<file path="config.mk">
export PLATFORM = sky130hd
export DESIGN_NAME = normalized_fir_edge_passthrough_top
export DESIGN_NICKNAME = d
export VERILOG_FILES = /design/src/hdl/nfir_pkg.sv /design/src/hdl/nfir_front.sv /design/src/hdl/nfir_queue.sv /design/src/hdl/nfir_back.sv /design/src/hdl/normalized_fir_edge_passthrough_top.sv
export SDC_FILE = /design/constraint.sdc
export NUM_CORES = 2
export LEC_CHECK = 0
export BUFFER_PORTS_ARGS = -buffer_cell sky130_fd_sc_hd__buf_2
export CORE_ASPECT_RATIO = 0.9
export CORE_MARGIN = 2
export CORE_UTILIZATION = 58
export CTS_BUF_LIST = sky130_fd_sc_hd__clkbuf_8
export DETAILED_ROUTE_END_ITERATION = 10
export PLACE_DENSITY = 0.83
export SYNTH_ARGS = -nofsm -noshare
export SYNTH_HDL_FRONTEND = slang
export SYNTH_SLANG_ARGS = --single-unit
export TNS_END_PERCENT = 100
</file>
<file path="constraint.sdc">
create_clock -name clk -period 9.8 [get_ports clk]
set_input_delay 0.49 -clock clk [delete_from_list [all_inputs] [get_ports clk]]
set_output_delay 0.49 -clock clk [all_outputs]
set_load 0.03 [all_outputs]
</file>
<file path="src/hdl/nfir_pkg.sv">
`timescale 1ns / 1ps
`default_nettype none
package nfir_pkg;
    localparam int MaxTaps = 7;
    localparam int SampleBits = 16;
    localparam int HistDepth = MaxTaps - 1;
    localparam int CoefBits = 16;
    localparam int NumRegs = MaxTaps + 1;
    localparam int IdxBits = 3;
    localparam int RegIdxBits = 4;
    localparam int TapBits = 3;
    localparam int AccBits = SampleBits + CoefBits + 3;
    localparam int SumBits = CoefBits + 3;
    localparam int CntBits = 3;

    localparam logic [RegIdxBits-1:0] RegTapCount = 4'd0;

    typedef logic signed [SampleBits-1:0] sample_t;
    typedef logic signed [CoefBits-1:0] coef_t;

    // One queued job: either a plain sample to emit or a filter request.
    typedef struct packed {
        logic            filt;
        logic            last;
        sample_t         value;
        logic [IdxBits-1:0] p;
        sample_t [MaxTaps-1:0] win;
    } job_t;

    function automatic sample_t sat(input logic signed [AccBits:0] v);
        logic signed [AccBits:0] hi;
        logic signed [AccBits:0] lo;
        hi = (AccBits+1)'((1 <<< (SampleBits-1)) - 1);
        lo = -hi - 1;
        if (v > hi) return sample_t'(hi);
        if (v < lo) return sample_t'(lo);
        return sample_t'(v);
    endfunction
endpackage
`default_nettype wire

</file>
<file path="src/hdl/nfir_front.sv">
`timescale 1ns / 1ps
`default_nettype none
module nfir_front (
    input  wire logic clk,
    input  wire logic rst_n,
    input  wire logic in_valid,
    output logic in_ready,
    input  wire nfir_pkg::sample_t in_sample,
    input  wire logic in_last,
    input  wire logic [nfir_pkg::TapBits-1:0] tap_count,
    output logic job_valid,
    output nfir_pkg::job_t job,
    input  wire logic job_ready
);
    import nfir_pkg::*;

    // One accepted sample expands to up to four jobs, produced one per cycle while the queue accepts them.
    logic [TapBits-1:0] pos_reg, pos_next;
    sample_t [HistDepth-1:0] hist_reg, hist_next;
    logic busy_reg, busy_next;
    sample_t cur_reg, cur_next;
    logic last_reg, last_next;
    logic [IdxBits-1:0] p_reg, p_next;
    logic [CntBits-1:0] k_reg, k_next;
    logic main_reg, main_next;
    logic [CntBits-1:0] fl_reg, fl_next;

    logic [IdxBits-1:0] p_now;
    logic [CntBits-1:0] r;
    logic [CntBits-1:0] d;
    sample_t [MaxTaps-1:0] win;

    always_comb
    begin
        logic [TapBits-1:0] t;
        t = tap_count;
        if (t == '0) t = TapBits'(1);
        p_now = IdxBits'((t - TapBits'(1)) >> 1);
    end

    assign in_ready = !busy_reg;

    always_comb
    begin
        for (int m = 0; m < MaxTaps; m++) begin
            win[m] = '0;
            if (m < 2 * int'(p_reg)) win[m] = hist_reg[2 * int'(p_reg) - m - 1];
            else if (m == 2 * int'(p_reg)) win[m] = cur_reg;
        end
    end

    assign d = fl_reg - CntBits'(1);

    always_comb
    begin
        job = '0;
        job.p = p_reg;
        job.win = win;
        job_valid = 1'b0;
        if (busy_reg) begin
            job_valid = 1'b1;
            if (main_reg) begin
                job.filt = (k_reg >= CntBits'(2 * p_reg));
                job.value = (p_reg == '0) ? cur_reg : hist_reg[p_reg - IdxBits'(1)];
                job.last = last_reg && (fl_reg == '0);
            end else begin
                job.value = (d == '0) ? cur_reg : hist_reg[d - CntBits'(1)];
                job.last = (fl_reg == CntBits'(1));
            end
        end
    end

    always_comb
    begin
        pos_next = pos_reg; hist_next = hist_reg; busy_next = busy_reg;
        cur_next = cur_reg; last_next = last_reg; p_next = p_reg; k_next = k_reg;
        main_next = main_reg; fl_next = fl_reg;
        r = (pos_reg >= CntBits'(p_now)) ? CntBits'(p_now) : pos_reg + CntBits'(1);
        if (in_valid && in_ready) begin
            cur_next = in_sample; last_next = in_last; p_next = p_now; k_next = pos_reg;
            main_next = (pos_reg >= CntBits'(p_now));
            fl_next = in_last ? r : '0;
            busy_next = main_next || (fl_next != '0);
            // A sample that releases no job still enters the history.
            if (!busy_next) begin
                for (int j = HistDepth - 1; j > 0; j--) hist_next[j] = hist_reg[j-1];
                hist_next[0] = in_sample;
            end
            if (in_last) pos_next = '0;
            else if (pos_reg < TapBits'(HistDepth)) pos_next = pos_reg + TapBits'(1);
        end else if (busy_reg && job_ready) begin
            if (main_reg) main_next = 1'b0;
            else fl_next = fl_reg - CntBits'(1);
            if ((main_reg && fl_reg == '0) || (!main_reg && fl_reg == CntBits'(1))) begin
                busy_next = 1'b0;
                for (int j = HistDepth - 1; j > 0; j--) hist_next[j] = hist_reg[j-1];
                hist_next[0] = cur_reg;
            end
        end
    end

    always_ff @(posedge clk or negedge rst_n)
    begin
        if (!rst_n) begin
            pos_reg <= '0; hist_reg <= '0; busy_reg <= 1'b0; main_reg <= 1'b0; fl_reg <= '0;
        end else begin
            pos_reg <= pos_next; hist_reg <= hist_next; busy_reg <= busy_next;
            main_reg <= main_next; fl_reg <= fl_next;
        end
    end

    always_ff @(posedge clk)
    begin
        cur_reg <= cur_next; last_reg <= last_next; p_reg <= p_next; k_reg <= k_next;
    end
endmodule
`default_nettype wire

</file>
<file path="src/hdl/nfir_queue.sv">
`timescale 1ns / 1ps
`default_nettype none
module nfir_queue (
    input  wire logic clk,
    input  wire logic rst_n,
    input  wire logic wr_valid,
    output logic wr_ready,
    input  wire nfir_pkg::job_t wr_data,
    output logic rd_valid,
    input  wire logic rd_ready,
    output nfir_pkg::job_t rd_data
);
    import nfir_pkg::*;

    // Two-entry queue.
    job_t mem_reg [2];
    logic wp_reg, rp_reg;
    logic [1:0] cnt_reg;
    logic wr, rd;

    assign wr_ready = (cnt_reg != 2'd2);
    assign rd_valid = (cnt_reg != 2'd0);
    assign rd_data = mem_reg[rp_reg];
    assign wr = wr_valid && wr_ready;
    assign rd = rd_valid && rd_ready;

    always_ff @(posedge clk or negedge rst_n)
    begin
        if (!rst_n) begin
            wp_reg <= 1'b0; rp_reg <= 1'b0; cnt_reg <= '0;
        end else begin
            if (wr) wp_reg <= !wp_reg;
            if (rd) rp_reg <= !rp_reg;
            cnt_reg <= cnt_reg + 2'(wr) - 2'(rd);
        end
    end

    always_ff @(posedge clk)
    begin
        if (wr) mem_reg[wp_reg] <= wr_data;
    end
endmodule
`default_nettype wire

</file>
<file path="src/hdl/nfir_back.sv">
`timescale 1ns / 1ps
`default_nettype none
module nfir_back (
    input  wire logic clk,
    input  wire logic rst_n,
    input  wire logic job_valid,
    output logic job_ready,
    input  wire nfir_pkg::job_t job,
    input  wire nfir_pkg::coef_t [nfir_pkg::MaxTaps-1:0] coefs,
    output logic out_valid,
    input  wire logic out_ready,
    output nfir_pkg::sample_t out_value,
    output logic out_last
);
    import nfir_pkg::*;

    localparam int NumBits = AccBits + 1;
    localparam int DivSteps = NumBits;

    typedef enum logic [2:0] {S_IDLE, S_MAC, S_PREP, S_DIV, S_FIN, S_OUT} state_t;
    state_t state_reg;
    job_t job_reg;
    logic [IdxBits-1:0] m_reg;
    logic signed [SampleBits+CoefBits-1:0] prod_reg;
    logic prod_v_reg;
    logic signed [AccBits-1:0] acc_reg;
    logic signed [SumBits-1:0] sum_reg;
    logic [NumBits-1:0] num_reg;
    logic [SumBits:0] den_reg;
    logic [NumBits:0] rem_reg;
    logic [NumBits-1:0] q_reg;
    logic [$clog2(DivSteps+1)-1:0] cnt_reg;
    logic neg_reg;
    sample_t val_reg;
    logic last_reg;

    assign job_ready = (state_reg == S_IDLE);
    assign out_valid = (state_reg == S_OUT);
    assign out_value = val_reg;
    assign out_last = last_reg;

    logic [NumBits:0] rem_sh;
    assign rem_sh = {rem_reg[NumBits-1:0], num_reg[NumBits-1]};

    always_ff @(posedge clk or negedge rst_n)
    begin
        if (!rst_n) begin
            state_reg <= S_IDLE;
        end else begin
            case (state_reg)
                S_IDLE:
                begin
                    if (job_valid) begin
                        job_reg <= job;
                        last_reg <= job.last;
                        if (job.filt) begin
                            acc_reg <= '0; sum_reg <= '0; m_reg <= '0; prod_v_reg <= 1'b0;
                            state_reg <= S_MAC;
                        end else begin
                            val_reg <= job.value;
                            state_reg <= S_OUT;
                        end
                    end
                end
                S_MAC:
                begin
                    // One multiply per cycle, registered before accumulation.
                    if (prod_v_reg) acc_reg <= acc_reg + AccBits'(prod_reg);
                    if (m_reg <= 2 * job_reg.p) begin
                        prod_reg <= job_reg.win[m_reg] * coefs[m_reg];
                        sum_reg <= sum_reg + SumBits'(coefs[m_reg]);
                        prod_v_reg <= 1'b1;
                        m_reg <= m_reg + IdxBits'(1);
                    end else begin
                        prod_v_reg <= 1'b0;
                        if (!prod_v_reg) state_reg <= S_PREP;
                    end
                end
                S_PREP:
                begin
                    if (sum_reg == '0) begin
                        val_reg <= sat((AccBits+1)'(acc_reg >>> 14));
                        state_reg <= S_OUT;
                    end else begin
                        neg_reg <= (acc_reg < 0) != (sum_reg < 0);
                        // Numerator 2|acc|+|sum|, divisor 2|sum|.
                        num_reg <= NumBits'((acc_reg < 0) ? -acc_reg : acc_reg) * 2
                            + NumBits'((sum_reg < 0) ? -sum_reg : sum_reg);
                        den_reg <= (SumBits+1)'((sum_reg < 0) ? -sum_reg : sum_reg) << 1;
                        rem_reg <= '0; q_reg <= '0; cnt_reg <= '0;
                        state_reg <= S_DIV;
                    end
                end
                S_DIV:
                begin
                    num_reg <= num_reg << 1;
                    if (rem_sh >= (NumBits+1)'(den_reg)) begin
                        rem_reg <= rem_sh - (NumBits+1)'(den_reg);
                        q_reg <= {q_reg[NumBits-2:0], 1'b1};
                    end else begin
                        rem_reg <= rem_sh;
                        q_reg <= {q_reg[NumBits-2:0], 1'b0};
                    end
                    cnt_reg <= cnt_reg + ($clog2(DivSteps+1))'(1);
                    if (cnt_reg == ($clog2(DivSteps+1))'(DivSteps - 1)) state_reg <= S_FIN;
                end
                S_FIN:
                begin
                    val_reg <= sat(neg_reg ? -$signed({1'b0, q_reg[NumBits-2:0]})
                                           : $signed({1'b0, q_reg[NumBits-2:0]}));
                    state_reg <= S_OUT;
                end
                S_OUT:
                begin
                    if (out_ready) state_reg <= S_IDLE;
                end
                default: state_reg <= S_IDLE;
            endcase
        end
    end
endmodule
`default_nettype wire

</file>
<file path="src/hdl/normalized_fir_edge_passthrough_top.sv">
`timescale 1ns / 1ps
`default_nettype none
// Normalized odd-length FIR with edge pass-through.
// Input stream s_axis: tdata = sample (16 bits, signed), tlast = end of series.
// Output stream m_axis: tdata = value (16 bits), tlast = last result of series.
// Configuration: cfg_we, cfg_addr (0 tap count, 1..7 coef_0..coef_6), cfg_wdata.
// Each accepted sample yields up to four beats, emitted in series order; the
// output lags the input by half a window. The first and last half-window samples pass
// unchanged; inner samples are weighted and divided by the weight sum, or scaled down by 2^14 if it is zero.
// A passed sample is registered in the front part, the queue and the back part.
// A filtered one goes through multiply-accumulate (one multiplier, one tap per
// cycle), a set-up step, a radix-2 divider and a final step that applies the sign
// and saturates. The back part takes no new job until its beat has been taken.
// The front part expands samples into jobs, a two-entry queue decouples it
// from the arithmetic back part, and a stall on m_axis backs up through both.
// Reset clears history, position and queue and loads tap count 3 with
// weights 1.0, 1.0, 1.0 and zeros.
module normalized_fir_edge_passthrough_top (
    input  wire logic clk,
    input  wire logic rst_n,
    input  wire logic s_axis_tvalid,
    output logic s_axis_tready,
    input  wire logic [15:0] s_axis_tdata, // [15:0] sample
    input  wire logic s_axis_tlast,
    output logic m_axis_tvalid,
    input  wire logic m_axis_tready,
    output logic [15:0] m_axis_tdata, // [15:0] value
    output logic m_axis_tlast,
    input  wire logic cfg_we,
    input  wire logic [nfir_pkg::RegIdxBits-1:0] cfg_addr,
    input  wire logic [15:0] cfg_wdata
);
    import nfir_pkg::*;

    logic [TapBits-1:0] tap_reg;
    coef_t [MaxTaps-1:0] coef_reg;
    logic fj_valid, fj_ready, bj_valid, bj_ready;
    job_t fj, bj;
    sample_t val;

    always_ff @(posedge clk or negedge rst_n)
    begin
        if (!rst_n) begin
            tap_reg <= TapBits'(3);
            coef_reg <= {{4{16'h0000}}, {3{16'h4000}}};
        end else if (cfg_we) begin
            if (cfg_addr == RegTapCount) tap_reg <= cfg_wdata[TapBits-1:0];
            else if (cfg_addr < RegIdxBits'(NumRegs))
                coef_reg[IdxBits'(cfg_addr - RegIdxBits'(1))] <= cfg_wdata;
        end
    end

    nfir_front u_front (
        .clk, .rst_n,
        .in_valid(s_axis_tvalid), .in_ready(s_axis_tready),
        .in_sample(s_axis_tdata), .in_last(s_axis_tlast),
        .tap_count(tap_reg),
        .job_valid(fj_valid), .job(fj), .job_ready(fj_ready)
    );

    nfir_queue u_queue (
        .clk, .rst_n,
        .wr_valid(fj_valid), .wr_ready(fj_ready), .wr_data(fj),
        .rd_valid(bj_valid), .rd_ready(bj_ready), .rd_data(bj)
    );

    nfir_back u_back (
        .clk, .rst_n,
        .job_valid(bj_valid), .job_ready(bj_ready), .job(bj),
        .coefs(coef_reg),
        .out_valid(m_axis_tvalid), .out_ready(m_axis_tready),
        .out_value(val), .out_last(m_axis_tlast)
    );

    assign m_axis_tdata = val;
endmodule
`default_nettype wire

</file>
==> flow_summary.toml <==
[clock_network]
postCtsSetupBuffers = 0
numCtsBuffers = 142
cts_sinks = 866
post_cts_resized = 0
cts_tree = "yes"
cts-root-buf = "clkbuf_8"
cts_buffer_depth = 3
hold_buffers = 36
clk_pin_slew_worst_paths_ns = 0.06
clk_latency_ns = 0.87
cts_htree_levels = 4

[sta]
skew_ns = 0.0460
period_minus_slack_ns = 8.40
fmaxAchievable_mhz = 119
relSlewSlack_pct = 6.76
fin_crit_sh_pct = 85.7
rsz0062_at_grt = "no"
tightest_slew_ns = 1.40
hold_viol = 0
final_max_slew_viol_count = 0
finalSetupViolations = 0
final.setup.tns_ns = 0

[global_routing]
grt_usage_pct = 27.7
grt_pass1_wl_mm = 210
grt_pass1_vias = 38663
grt_antenna_before_repair = 3
grt_max_degree = 91
grt_overflow = 0

[drt]
dr.pass1.iters = 6
drt_iter0_markers = 4129
ant_nets = 0
routed_wl_mm = 134
routedWlPerCell_um = 21.3
vias = 38369
drc = 0
vias_per_cell = 6.10

[synthesis]
synth_commonest_cells = "edfxtp_1 (640), nor2_1 (497), inv_1 (421)"
ys_async_sr_fraction_pct = 26.1
synth_most_common_cell = "edfxtp_1"
yosys_warnings = 0
synth_cells = 4822
syn_avg_cell_area_sq_um = 11.4
syn_area_sq_um = 54900
ys.flop_type = "edfxtp_1"
yosysSeqAreaShare_pct = 45.3
yosys.area.top_type = "edfxtp_1"
synth_cell_types = 89
yosysTopAreaCellShare_pct = 35.0
synth-edff-count = 640
ys_ff_latch = 866
ys_top_cells_by_area = "edfxtp_1 (35%), dfrtp_1 (10%), fa_1 (9.7%)"

[critical_path]
r2r_slack_ns = 1.40
rr_worst_depth = 24
start_kind = "flip-flop"
arrival_ns = 8.96
timing.rr.end = "u_back.prod_reg[30]"
critPathLaunch = "u_back.m_reg[1]"
reg2reg_from = "u_back.m_reg[1]"
path_class = "reg2reg"
crit_required_ns = 10.37
crit_fanout = 39
endpoint = "u_back.prod_reg[30]"
end_kind = "flip-flop"

[finish]
drive_above_1_share_pct = 15.6
nets = 5443
regArea_sq_um = 24900
multiInputGateArea_sq_um = 27700
synthToLayoutAreaGrowth_pct = 8.93
largest_reg_flops = 264
n_fill_cell = 6948

[floorplanning]
core_area_sq_um = 94300
pin_count = 61
rows = 107
die-area_sq_um = 97100
die_x_um = 328
start_util_pct = 58.3
dieHeight_um = 296

[placement]
port_buffers = 60
gp_congestion = 0.952
hpwlAfterDp_mm = 93.5

[run]
cap_violations = 0

[outcome]
status = "completed"

[hold_path]
hold_class = "in2async"
-- through the flow --
| step | instance area (sq um) | hold WS [ns] | utilization (%) | worst slack, ns | instances |
|---|---|---|---|---|---|
| detailed placement | 56600 | 0.464 | 60.1 | 1.48 | 5995 |
| global route | 59800 | 0.186 | 63.5 | 1.02 | 6289 |
| global placement | 56600 | 0.463 | 60.1 | 1.66 | 5995 |
| finish | 59800 | 0.176 | 63.5 | 1.40 | 6290 |
| floorplan | 55000 | 0.194 | - | 2.13 | 4837 |
| CTS | 59800 | 0.132 | 63.4 | 1.51 | 6287 |
-- routing by layer --
metal  vias up  GRT usage [%]  wire (um)
li1      17364              -          -
met1     18882           35.7      52600
met2      1757           45.1      64400
met3       364           5.91      11100
met4         2           13.0       5890
met5         -              0         35
-- cells in the final DEF (no fill, tap or decap), types with 141 or more instances in the layout --
master      n
edfxtp_1  640
nor2_1    495
inv_1     467
mux2i_1   141
clkbuf_8  150
ha_1      212
a21oi_1   233
fa_1      266
mux2_2    325
nand2_1   340
dfrtp_1   220
o21ai_0   146
-- cell type report --
class	instances	area share, %
timing repair buffer	162	1.97
clock buffer	150	3.45
antenna	3	0.0126
clock inverter	106	1.30
inverter	425	2.67
tap	1253	2.62
multi-input combinational	3325	46.4
sequential	866	41.6
-- worst max-delay path: stages (launching register included) --
cell and delay [ns]:
edfxtp_1 0.37, buf_4 0.57, mux4_2 0.59, nor2_1 0.10
a21o_1 0.28, clkinv_1 0.42, nand2b_1 0.23, fa_1 0.56
fa_1 0.61, inv_1 0.06, fa_1 0.54, fa_1 0.46
fa_1 0.55, inv_1 0.05, fa_1 0.53, inv_1 0.04
ha_1 0.36, a21o_1 0.20, a21oi_1 0.14, o21bai_1 0.07
a21o_1 0.19, a211oi_1 0.28, a21oi_1 0.14, o41ai_1 0.50
o311ai_0 0.25
-- how the worst min path moves through the flow --
stage,cells past startpoint,endpoint
2_1_floorplan,0,coef_reg[0]
3_3_place_gp,1,coef_reg[107]
3_5_place_dp,1,coef_reg[75]
4_1_cts,2,coef_reg[103]
5_1_grt,2,coef_reg[67]
6_report,2,coef_reg[79]
-- logic make-up after synthesis --
group                    Yosys count  synth area share [%]
other                              1               0.00683
XOR/XNOR                         202                  3.22
buffers and inverters            646                  4.47
multiplexers                     529                  11.8
flip-flops                       866                  45.3
AND/OR/NAND/NOR                 1260                  10.7
AO/OA/AOI/OAI                    839                  9.94
adder cells (fa/ha/maj)          479                  14.6
Power is not shown: default switching activity piles up to over one toggle a cycle in this logic, so the estimate is an artifact.
